==> src/rtl/core/ytb_pkg.sv <==
package ytb_pkg;

  localparam int FW_W     = 13;
  localparam int FH_W     = 13;
  localparam int RS_W     = 15;
  localparam int CFG_IDX_W = 2;
  localparam int CFG_DAT_W = 15;
  localparam int COL_W    = 14;
  localparam int PROD_W   = 31;
  localparam int SUM_W    = 32;

  localparam logic [CFG_IDX_W-1:0] REG_FRAME_WIDTH  = 2'd0;
  localparam logic [CFG_IDX_W-1:0] REG_FRAME_HEIGHT = 2'd1;
  localparam logic [CFG_IDX_W-1:0] REG_ROW_STRIDE   = 2'd2;

  localparam logic [FW_W-1:0] FRAME_WIDTH_RST  = 13'd640;
  localparam logic [FH_W-1:0] FRAME_HEIGHT_RST = 13'd480;
  localparam logic [RS_W-1:0] ROW_STRIDE_RST   = 15'd1280;
  localparam logic [RS_W-1:0] STRIDE_LIMIT     = 15'd16384;

  localparam logic [1:0] LANE_Y0 = 2'd0;
  localparam logic [1:0] LANE_U  = 2'd1;
  localparam logic [1:0] LANE_Y1 = 2'd2;
  localparam logic [1:0] LANE_V  = 2'd3;

  localparam logic signed [22:0] COEF_Y  = 23'sd1220542;
  localparam logic signed [22:0] COEF_UB = 23'sd2116026;
  localparam logic signed [22:0] COEF_UG = -23'sd409993;
  localparam logic signed [22:0] COEF_VG = -23'sd852492;
  localparam logic signed [22:0] COEF_VR = 23'sd1673527;
  localparam int FRAC_BITS = 20;
  localparam logic signed [SUM_W-1:0] HALF_LSB = 32'sd524288;
  localparam logic [7:0] LUMA_OFFSET   = 8'd16;
  localparam logic [8:0] CHROMA_OFFSET = 9'd128;
  localparam logic [7:0] ALPHA_OPAQUE  = 8'hff;

  typedef struct packed {
    logic [7:0] y0;
    logic [7:0] y1;
    logic [7:0] u;
    logic [7:0] v;
    logic       eor;
    logic       eof;
  } ytb_yuv_t;

  typedef struct packed {
    logic signed [PROD_W-1:0] y0p;
    logic signed [PROD_W-1:0] y1p;
    logic signed [PROD_W-1:0] bu;
    logic signed [PROD_W-1:0] gu;
    logic signed [PROD_W-1:0] gv;
    logic signed [PROD_W-1:0] rv;
    logic                     eor;
    logic                     eof;
  } ytb_prod_t;

  typedef struct packed {
    logic [7:0] blue;
    logic [7:0] green;
    logic [7:0] red;
    logic       eor;
    logic       eof;
  } ytb_pix_t;

  function automatic logic [7:0] clamp_channel(input logic signed [SUM_W-1:0] s);
    logic [7:0] q;
    if (s[SUM_W-1]) begin
      q = 8'd0;
    end else if (|s[SUM_W-2:FRAC_BITS+8]) begin
      q = 8'hff;
    end else begin
      q = s[FRAC_BITS+7:FRAC_BITS];
    end
    return q;
  endfunction

endpackage

==> src/rtl/core/ytb_unpack.sv <==
module ytb_unpack #(
  parameter int MAX_WIDTH  = 4096,
  parameter int MAX_HEIGHT = 4096
) (
  input  logic                              clk,
  input  logic                              rst_n,
  input  logic                              in_valid,
  output logic                              in_ready,
  input  logic [7:0]                        in_source_byte,
  input  logic                              cfg_valid,
  output logic                              cfg_ready,
  input  logic [ytb_pkg::CFG_IDX_W-1:0]     cfg_index,
  input  logic [ytb_pkg::CFG_DAT_W-1:0]     cfg_data,
  output logic                              s1_valid,
  input  logic                              s1_ready,
  output ytb_pkg::ytb_yuv_t                 s1_data
);

  localparam int ROW_W = (MAX_HEIGHT > 1) ? $clog2(MAX_HEIGHT) : 1;
  localparam logic [13:0] WMAX = 14'(MAX_WIDTH & ~1);
  localparam logic [13:0] HMAX = 14'(MAX_HEIGHT);

  logic [ytb_pkg::FW_W-1:0]  frame_width_r;
  logic [ytb_pkg::FH_W-1:0]  frame_height_r;
  logic [ytb_pkg::RS_W-1:0]  row_stride_r;
  logic [ytb_pkg::COL_W-1:0] col_r, col_nxt;
  logic [ROW_W-1:0]          row_r, row_nxt;
  logic [7:0]                y0_r, y0_nxt;
  logic [7:0]                u_r, u_nxt;
  logic [7:0]                y1_r, y1_nxt;
  logic                      s1_valid_r, s1_valid_nxt;
  ytb_pkg::ytb_yuv_t         s1_r;

  logic [13:0]               w_eff;
  logic [13:0]               h_eff;
  logic [ytb_pkg::RS_W-1:0]  w2;
  logic [ytb_pkg::RS_W-1:0]  stride;
  logic [ytb_pkg::RS_W-1:0]  col_inc;
  logic [13:0]               row_ext;
  logic                      active;
  logic                      fire;
  logic                      load;
  logic                      eor;

  assign cfg_ready = 1'b1;
  assign in_ready  = !s1_valid_r || s1_ready;
  assign fire      = in_valid && in_ready;
  assign s1_valid  = s1_valid_r;
  assign s1_data   = s1_r;

  always_comb begin
    w_eff = {1'b0, frame_width_r[ytb_pkg::FW_W-1:1], 1'b0};
    if (w_eff < 14'd2) begin
      w_eff = 14'd2;
    end
    if (w_eff > WMAX) begin
      w_eff = WMAX;
    end
    h_eff = {1'b0, frame_height_r};
    if (h_eff < 14'd1) begin
      h_eff = 14'd1;
    end
    if (h_eff > HMAX) begin
      h_eff = HMAX;
    end
    w2 = {w_eff, 1'b0};
    stride = row_stride_r;
    if (stride < w2) begin
      stride = w2;
    end
    if (stride > ytb_pkg::STRIDE_LIMIT) begin
      stride = ytb_pkg::STRIDE_LIMIT;
    end
  end

  always_comb begin
    col_inc = {1'b0, col_r} + 15'd1;
    row_ext = 14'(row_r);
    active  = {1'b0, col_r} < w2;
    eor     = ({1'b0, col_r} == w2 - 15'd1);
    load    = fire && active && (col_r[1:0] == ytb_pkg::LANE_V);

    y0_nxt = y0_r;
    u_nxt  = u_r;
    y1_nxt = y1_r;
    if (fire && active) begin
      case (col_r[1:0])
        ytb_pkg::LANE_Y0: y0_nxt = in_source_byte;
        ytb_pkg::LANE_U:  u_nxt  = in_source_byte;
        ytb_pkg::LANE_Y1: y1_nxt = in_source_byte;
        default:          y0_nxt = y0_r;
      endcase
    end

    col_nxt = col_r;
    row_nxt = row_r;
    if (fire) begin
      if (col_inc >= stride) begin
        col_nxt = '0;
        if (row_ext + 14'd1 >= h_eff) begin
          row_nxt = '0;
        end else begin
          row_nxt = row_r + ROW_W'(1);
        end
      end else begin
        col_nxt = col_inc[ytb_pkg::COL_W-1:0];
      end
    end

    if (load) begin
      s1_valid_nxt = 1'b1;
    end else if (s1_ready) begin
      s1_valid_nxt = 1'b0;
    end else begin
      s1_valid_nxt = s1_valid_r;
    end
  end

  always_ff @(posedge clk) begin
    if (!rst_n) begin
      frame_width_r  <= ytb_pkg::FRAME_WIDTH_RST;
      frame_height_r <= ytb_pkg::FRAME_HEIGHT_RST;
      row_stride_r   <= ytb_pkg::ROW_STRIDE_RST;
      col_r          <= '0;
      row_r          <= '0;
      y0_r           <= '0;
      u_r            <= '0;
      y1_r           <= '0;
      s1_valid_r     <= 1'b0;
    end else begin
      if (cfg_valid && cfg_ready) begin
        unique case (cfg_index)
          ytb_pkg::REG_FRAME_WIDTH:  frame_width_r  <= cfg_data[ytb_pkg::FW_W-1:0];
          ytb_pkg::REG_FRAME_HEIGHT: frame_height_r <= cfg_data[ytb_pkg::FH_W-1:0];
          ytb_pkg::REG_ROW_STRIDE:   row_stride_r   <= cfg_data[ytb_pkg::RS_W-1:0];
          default:                   row_stride_r   <= row_stride_r;
        endcase
      end
      col_r      <= col_nxt;
      row_r      <= row_nxt;
      y0_r       <= y0_nxt;
      u_r        <= u_nxt;
      y1_r       <= y1_nxt;
      s1_valid_r <= s1_valid_nxt;
    end
  end

  always_ff @(posedge clk) begin
    if (load) begin
      s1_r.y0  <= y0_r;
      s1_r.y1  <= y1_r;
      s1_r.u   <= u_r;
      s1_r.v   <= in_source_byte;
      s1_r.eor <= eor;
      s1_r.eof <= eor && (row_ext >= h_eff - 14'd1);
    end
  end

endmodule

==> src/rtl/core/ytb_mult.sv <==
module ytb_mult (
  input  logic               clk,
  input  logic               rst_n,
  input  logic               s1_valid,
  output logic               s1_ready,
  input  ytb_pkg::ytb_yuv_t  s1_data,
  output logic               s2_valid,
  input  logic               s2_ready,
  output ytb_pkg::ytb_prod_t s2_data
);

  localparam int PW = ytb_pkg::PROD_W;

  logic               s2_valid_r, s2_valid_nxt;
  ytb_pkg::ytb_prod_t s2_r, s2_nxt;
  logic               load;
  logic [7:0]         yl0, yl1;
  logic signed [8:0]  u, v;

  assign s1_ready = !s2_valid_r || s2_ready;
  assign load     = s1_valid && s1_ready;
  assign s2_valid = s2_valid_r;
  assign s2_data  = s2_r;

  always_comb begin
    yl0 = (s1_data.y0 >= ytb_pkg::LUMA_OFFSET) ? s1_data.y0 - ytb_pkg::LUMA_OFFSET : 8'd0;
    yl1 = (s1_data.y1 >= ytb_pkg::LUMA_OFFSET) ? s1_data.y1 - ytb_pkg::LUMA_OFFSET : 8'd0;
    u   = signed'({1'b0, s1_data.u} - ytb_pkg::CHROMA_OFFSET);
    v   = signed'({1'b0, s1_data.v} - ytb_pkg::CHROMA_OFFSET);
    s2_nxt.y0p = PW'(signed'({1'b0, yl0})) * PW'(ytb_pkg::COEF_Y);
    s2_nxt.y1p = PW'(signed'({1'b0, yl1})) * PW'(ytb_pkg::COEF_Y);
    s2_nxt.bu  = PW'(u) * PW'(ytb_pkg::COEF_UB);
    s2_nxt.gu  = PW'(u) * PW'(ytb_pkg::COEF_UG);
    s2_nxt.gv  = PW'(v) * PW'(ytb_pkg::COEF_VG);
    s2_nxt.rv  = PW'(v) * PW'(ytb_pkg::COEF_VR);
    s2_nxt.eor = s1_data.eor;
    s2_nxt.eof = s1_data.eof;

    if (load) begin
      s2_valid_nxt = 1'b1;
    end else if (s2_ready) begin
      s2_valid_nxt = 1'b0;
    end else begin
      s2_valid_nxt = s2_valid_r;
    end
  end

  always_ff @(posedge clk) begin
    if (!rst_n) begin
      s2_valid_r <= 1'b0;
    end else begin
      s2_valid_r <= s2_valid_nxt;
    end
  end

  always_ff @(posedge clk) begin
    if (load) begin
      s2_r <= s2_nxt;
    end
  end

endmodule

==> src/rtl/core/ytb_pixout.sv <==
module ytb_pixout (
  input  logic               clk,
  input  logic               rst_n,
  input  logic               s2_valid,
  output logic               s2_ready,
  input  ytb_pkg::ytb_prod_t s2_data,
  output logic               out_valid,
  input  logic               out_ready,
  output ytb_pkg::ytb_pix_t  out_pix
);

  localparam int SW = ytb_pkg::SUM_W;

  logic              pv_r, pv_nxt;
  logic              sel_r, sel_nxt;
  ytb_pkg::ytb_pix_t pix0_r, pix1_r;
  ytb_pkg::ytb_pix_t pix0_nxt, pix1_nxt;
  logic              load;
  logic              out_fire;
  logic signed [SW-1:0] b_uv, g_uv, r_uv, y0, y1;

  assign out_fire  = pv_r && out_ready;
  assign s2_ready  = !pv_r || (sel_r && out_ready);
  assign load      = s2_valid && s2_ready;
  assign out_valid = pv_r;
  assign out_pix   = sel_r ? pix1_r : pix0_r;

  always_comb begin
    b_uv = ytb_pkg::HALF_LSB + SW'(s2_data.bu);
    g_uv = ytb_pkg::HALF_LSB + SW'(s2_data.gv) + SW'(s2_data.gu);
    r_uv = ytb_pkg::HALF_LSB + SW'(s2_data.rv);
    y0   = SW'(s2_data.y0p);
    y1   = SW'(s2_data.y1p);

    pix0_nxt.blue  = ytb_pkg::clamp_channel(y0 + b_uv);
    pix0_nxt.green = ytb_pkg::clamp_channel(y0 + g_uv);
    pix0_nxt.red   = ytb_pkg::clamp_channel(y0 + r_uv);
    pix0_nxt.eor   = 1'b0;
    pix0_nxt.eof   = 1'b0;
    pix1_nxt.blue  = ytb_pkg::clamp_channel(y1 + b_uv);
    pix1_nxt.green = ytb_pkg::clamp_channel(y1 + g_uv);
    pix1_nxt.red   = ytb_pkg::clamp_channel(y1 + r_uv);
    pix1_nxt.eor   = s2_data.eor;
    pix1_nxt.eof   = s2_data.eof;

    pv_nxt  = pv_r;
    sel_nxt = sel_r;
    if (load) begin
      pv_nxt  = 1'b1;
      sel_nxt = 1'b0;
    end else if (out_fire) begin
      if (sel_r) begin
        pv_nxt  = 1'b0;
        sel_nxt = 1'b0;
      end else begin
        sel_nxt = 1'b1;
      end
    end
  end

  always_ff @(posedge clk) begin
    if (!rst_n) begin
      pv_r  <= 1'b0;
      sel_r <= 1'b0;
    end else begin
      pv_r  <= pv_nxt;
      sel_r <= sel_nxt;
    end
  end

  always_ff @(posedge clk) begin
    if (load) begin
      pix0_r <= pix0_nxt;
      pix1_r <= pix1_nxt;
    end
  end

endmodule

==> src/rtl/core/yuyv_to_bgra_converter_unit.sv <==
// Path: a pixel pair enters the unpack register with its V byte, then the product register
// and the pixel buffer; the second pixel follows the first on the next output beat.
// Throughput: one source byte per cycle with out_ready high and one pixel per output beat
// (two pixels per four bytes), set by the unpack stage, the product stage and the two-entry
// pixel buffer. Reset (rst_n low at a clock edge): counters, held bytes and pipeline valids
// clear and the registers return to width 640, height 480, stride 1280.
module yuyv_to_bgra_converter_unit #(
  parameter int MAX_WIDTH  = 4096,
  parameter int MAX_HEIGHT = 4096
) (
  input  logic                          clk,
  input  logic                          rst_n,
  input  logic                          in_valid,
  output logic                          in_ready,
  input  logic [7:0]                    in_source_byte,
  output logic                          out_valid,
  input  logic                          out_ready,
  output logic [7:0]                    out_blue,
  output logic [7:0]                    out_green,
  output logic [7:0]                    out_red,
  output logic [7:0]                    out_alpha,
  output logic                          out_end_of_row,
  output logic                          out_end_of_frame,
  input  logic                          cfg_valid,
  output logic                          cfg_ready,
  input  logic [ytb_pkg::CFG_IDX_W-1:0] cfg_index,
  input  logic [ytb_pkg::CFG_DAT_W-1:0] cfg_data
);

  logic               s1_valid, s1_ready;
  ytb_pkg::ytb_yuv_t  s1_data;
  logic               s2_valid, s2_ready;
  ytb_pkg::ytb_prod_t s2_data;
  ytb_pkg::ytb_pix_t  pix;

  ytb_unpack #(
    .MAX_WIDTH  (MAX_WIDTH),
    .MAX_HEIGHT (MAX_HEIGHT)
  ) u_unpack (
    .clk            (clk),
    .rst_n          (rst_n),
    .in_valid       (in_valid),
    .in_ready       (in_ready),
    .in_source_byte (in_source_byte),
    .cfg_valid      (cfg_valid),
    .cfg_ready      (cfg_ready),
    .cfg_index      (cfg_index),
    .cfg_data       (cfg_data),
    .s1_valid       (s1_valid),
    .s1_ready       (s1_ready),
    .s1_data        (s1_data)
  );

  ytb_mult u_mult (
    .clk      (clk),
    .rst_n    (rst_n),
    .s1_valid (s1_valid),
    .s1_ready (s1_ready),
    .s1_data  (s1_data),
    .s2_valid (s2_valid),
    .s2_ready (s2_ready),
    .s2_data  (s2_data)
  );

  ytb_pixout u_pixout (
    .clk       (clk),
    .rst_n     (rst_n),
    .s2_valid  (s2_valid),
    .s2_ready  (s2_ready),
    .s2_data   (s2_data),
    .out_valid (out_valid),
    .out_ready (out_ready),
    .out_pix   (pix)
  );

  assign out_blue         = pix.blue;
  assign out_green        = pix.green;
  assign out_red          = pix.red;
  assign out_alpha        = ytb_pkg::ALPHA_OPAQUE;
  assign out_end_of_row   = pix.eor;
  assign out_end_of_frame = pix.eof;

endmodule

==> config.mk <==
export PLATFORM = sky130hd
export DESIGN_NAME = yuyv_to_bgra_converter_unit
export DESIGN_NICKNAME = d
export VERILOG_FILES = /design/src/rtl/core/ytb_pkg.sv /design/src/rtl/core/ytb_unpack.sv /design/src/rtl/core/ytb_mult.sv /design/src/rtl/core/ytb_pixout.sv /design/src/rtl/core/yuyv_to_bgra_converter_unit.sv
export SDC_FILE = /design/constraint.sdc
export NUM_CORES = 2
export LEC_CHECK = 0
export ABC_AREA = 1
export BUFFER_PORTS_ARGS = -buffer_cell sky130_fd_sc_hd__clkbuf_2
export CORE_MARGIN = 5
export CORE_UTILIZATION = 25
export CTS_CLUSTER_DIAMETER = 60
export DETAILED_ROUTE_END_ITERATION = 8
export GPL_TIMING_DRIVEN = 0
export SYNTH_ARGS = -nofsm -noshare
export SYNTH_HDL_FRONTEND = slang
export SYNTH_HIERARCHICAL = 1
export SYNTH_SLANG_ARGS = --single-unit
==> constraint.sdc <==
create_clock -name clk -period 15.7 [get_ports clk]
set_clock_uncertainty 0.1 [all_clocks]
set_input_delay 3.14 -clock clk [delete_from_list [all_inputs] [get_ports clk]]
set_output_delay 3.14 -clock clk [all_outputs]
set_load 0.01 [all_outputs]
==> flow_summary.yaml <==
floorplanning:
  fp-row-count: 164
  die_h_um: 456.6
  core_mm2: 0.1990
  dieArea_mm2: 0.2085
  die_width_um: 456.6
  io-pin-count: 67
  initial_core_util: 0.2505
synthesis:
  avgSynthCellArea_um2: 6.974
  synthFlopType: "edfxtp_1"
  yosysTopAreaCellShare: 0.1952
  async_reset_ff_frac: 0
  synthesis.area_mm2: 0.04987
  ys_top_cells_by_count: "nand2_1, inv_1, ha_1"
  netlist_top_cells_area: "ha_1, nand2_1, edfxtp_1"
  ys_ff_latch: 352
  ys_seq_area_frac: 0.1931
  synth_warnings: 6
  synth-edff-count: 258
  yosysTopAreaCell: "ha_1"
  synth_cells: 7150
  synth.distinct_cells: 60
  yosysMostFrequentCell: "nand2_1"
detailed_routing:
  postRouteAntennaNets: 0
  drtPass1Iterations: 6
  routed_wl_mm: 159.5
  post_drt_wl_per_cell_um: 15.98
  num_vias: 45055
  drc: 0
  viasPerCell: 4.514
  drt_iter0_drc: 3196
clock_network:
  cts_root_buf: "clkbuf_16"
  htree_levels: 2
  tritoncts: "done"
  cts_made_buffers: 49
  cts_hold_buf: 0
  cts_buffer_depth: 3
  clock_sinks: 352
  cts.clk_slew.worst_paths_ns: 0.06
  post_cts_buffers: 0
  cts_resized: 0
  clk_latency_ns: 0.64
power:
  pwr_density_cell_mw_per_mm2: 58.86
  power_frac_seq: 0.323
  p_leak_nw: 29.09
  p_int_mw: 2.102
  switching_share: 0.3566
  finalPower_mw: 3.267
  clockPowerShare: 0.358
  p_switching_mw: 1.165
  ir_drop_mv: 0.07172
  p_comb_frac: 0.319
timing:
  slew_headroom: 0.1983
  fin_tns_setup_ns: 0
  finalCritPeriodShare: 0.4586
  setup_viol: 0
  fmax_ghz: 0.1389
  worst_pin_slew_ns: 1.203
  finalCriticalPeriod_ns: 7.200
  drv_slew: 0
  rsz0062_at_grt: "no"
  timing.hold.ws_ns: 0.3197
  setup_slack_ns: 8.500
  hold_violations: 0
critical_path:
  worstSetupEndpoint: "in_ready"
  r2r_cells: 25
  start_kind: "input port"
  reg2reg_to: "u_mult/s2_data[153]"
  reg2reg_slack_ns: 9.16
  crit_path_start: "out_ready"
  worst_setup_path_end_kind: "primary output"
  critical_path_class: "input port to primary output"
  reg2reg_from: "u_unpack/s1_data[22]"
  cp_data_required_time_ns: 12.46
  arrival_ns: 3.96
  crit_fanout: 3
worst_hold_path:
  hold_class: "flip-flop to flip-flop"
global_routing:
  grt_usage: 0.1491
  antenna_found_initial: 4
  grt_max_degree: 33
  grt_pass1_wl_mm: 246.5
  grt_pass1_vias: 43438
  overflow: 0
cells_and_area:
  fin_area_mm2: 0.05550
  nNetsFinal: 8351
  syn_to_final_growth_pct: 11.30
  layoutNonFillerInstCount: 9981
  fin_util: 0.2788
  drive_gt1_frac: 0.04274
placement:
  dpl-instance-area_mm2: 0.05378
  dp_cells: 9888
  post-dp-hpwl_mm: 139.2
  portBuffers: 57
  routabilityCongestion: 0.9492
  place_ws_ns: 8.494
run:
  cap_viol_max_count: 0
run_status:
  status: "complete, no violations"
[per-layer routing]
layer	global-route usage	part of all wire
met5	0	0.000044
met4	0.03317	0.023
met3	0.01958	0.052
met2	0.2515	0.46
met1	0.2031	0.47
[power groups by stage]
stage | Clock [mW] | Sequential, mW | Combinational (mW)
after global routing | 1.24 | 1.06 | 1.18
after CTS | 1.21 | 1.06 | 1.04
after global placement | 0 | 1.08 | 1.02
after floorplan | 0 | 1.07 | 0.749
final | 1.17 | 1.06 | 1.04
after detailed placement | 0 | 1.08 | 1.03
[layout by cell type, fill, tap and decap left out, types with 57 or more instances in the layout]
master / synthesis / final
xor2_1: 136 / 136
nand2_1: 2119 / 2119
a21oi_1: 414 / 412
dfxtp_1: 94 / 94
edfxtp_1: 258 / 258
nor2_1: 604 / 603
fa_1: 260 / 260
nand4_1: 93 / 93
clkbuf_2: 0 / 57
o21ai_0: 184 / 184
inv_1: 1367 / 1367
ha_1: 778 / 778
nor3_1: 73 / 73
nand3_1: 351 / 351
[how the worst min path moves through the flow]
stage | from | end | slack, ns | cells after the start
2_1_floorplan | u_unpack/s1_data[0] | u_mult/s2_data[0] | 0.30 | 0
3_3_place_gp | u_mult/s2_data[1] | u_pixout/pix1_r[1] | 0.31 | 0
3_5_place_dp | u_mult/s2_data[1] | u_pixout/pix1_r[1] | 0.31 | 0
4_1_cts | u_mult/s2_data[1] | u_pixout/pix1_r[1] | 0.32 | 0
5_1_grt | u_unpack/u_r[1] | u_unpack/s1_data[11] | 0.34 | 0
6_report | u_mult/s2_data[1] | u_pixout/pix1_r[1] | 0.32 | 0
[cells by family (layout without fill, tap and decap cells)]
logic type | Yosys count | in the layout | synth area share
compound gates | 722 | 722 | 0.07894
buf+inv | 1431 | 1589 | 0.1099
other cells | 3 | 20 | 0.0002258
fa+ha+maj | 1038 | 1038 | 0.2996
simple gates | 3415 | 3415 | 0.2849
flops | 352 | 352 | 0.1931
xor+xnor | 189 | 189 | 0.03335
[state kept, by name, indices dropped and copies added (netlist names)]
signal                   flops
u_pixout/pix0_r             24
u_unpack/y1_r                8
u_unpack/frame_width_r      12
u_unpack/row_r              12
u_unpack/s1_data            34
u_unpack/frame_height_r     13
u_pixout/sel_r               1
u_mult/s2_data             174
u_unpack/row_stride_r       15
u_pixout/pix1_r             26
u_unpack/s1_valid            1
u_pixout/out_valid           1
u_unpack/col_r              14
u_mult/s2_valid              1
u_unpack/u_r                 8
u_unpack/y0_r                8
[worst max-delay path: stages]
cell and delay, ns:
clkbuf_2 0.09, nand2_1 0.14, nand2_1 0.09, inv_1 0.12, nand2_1 0.07, inv_1 0.05, nand2_1 0.10, clkbuf_2 0.15
[final cells by class]
type                       count  area, µm²
multi-input combinational   5382      34840
sequential                   352       9629
fill                       21987     143500
inverter                    1380       5180
clock inverter                35      416.7
tap                         2656       3323
antenna                        2      5.005
buffer                        51      297.8
clock buffer                  56       1295
timing repair buffer          67      508.0
(Power assumes the default switching activity.)
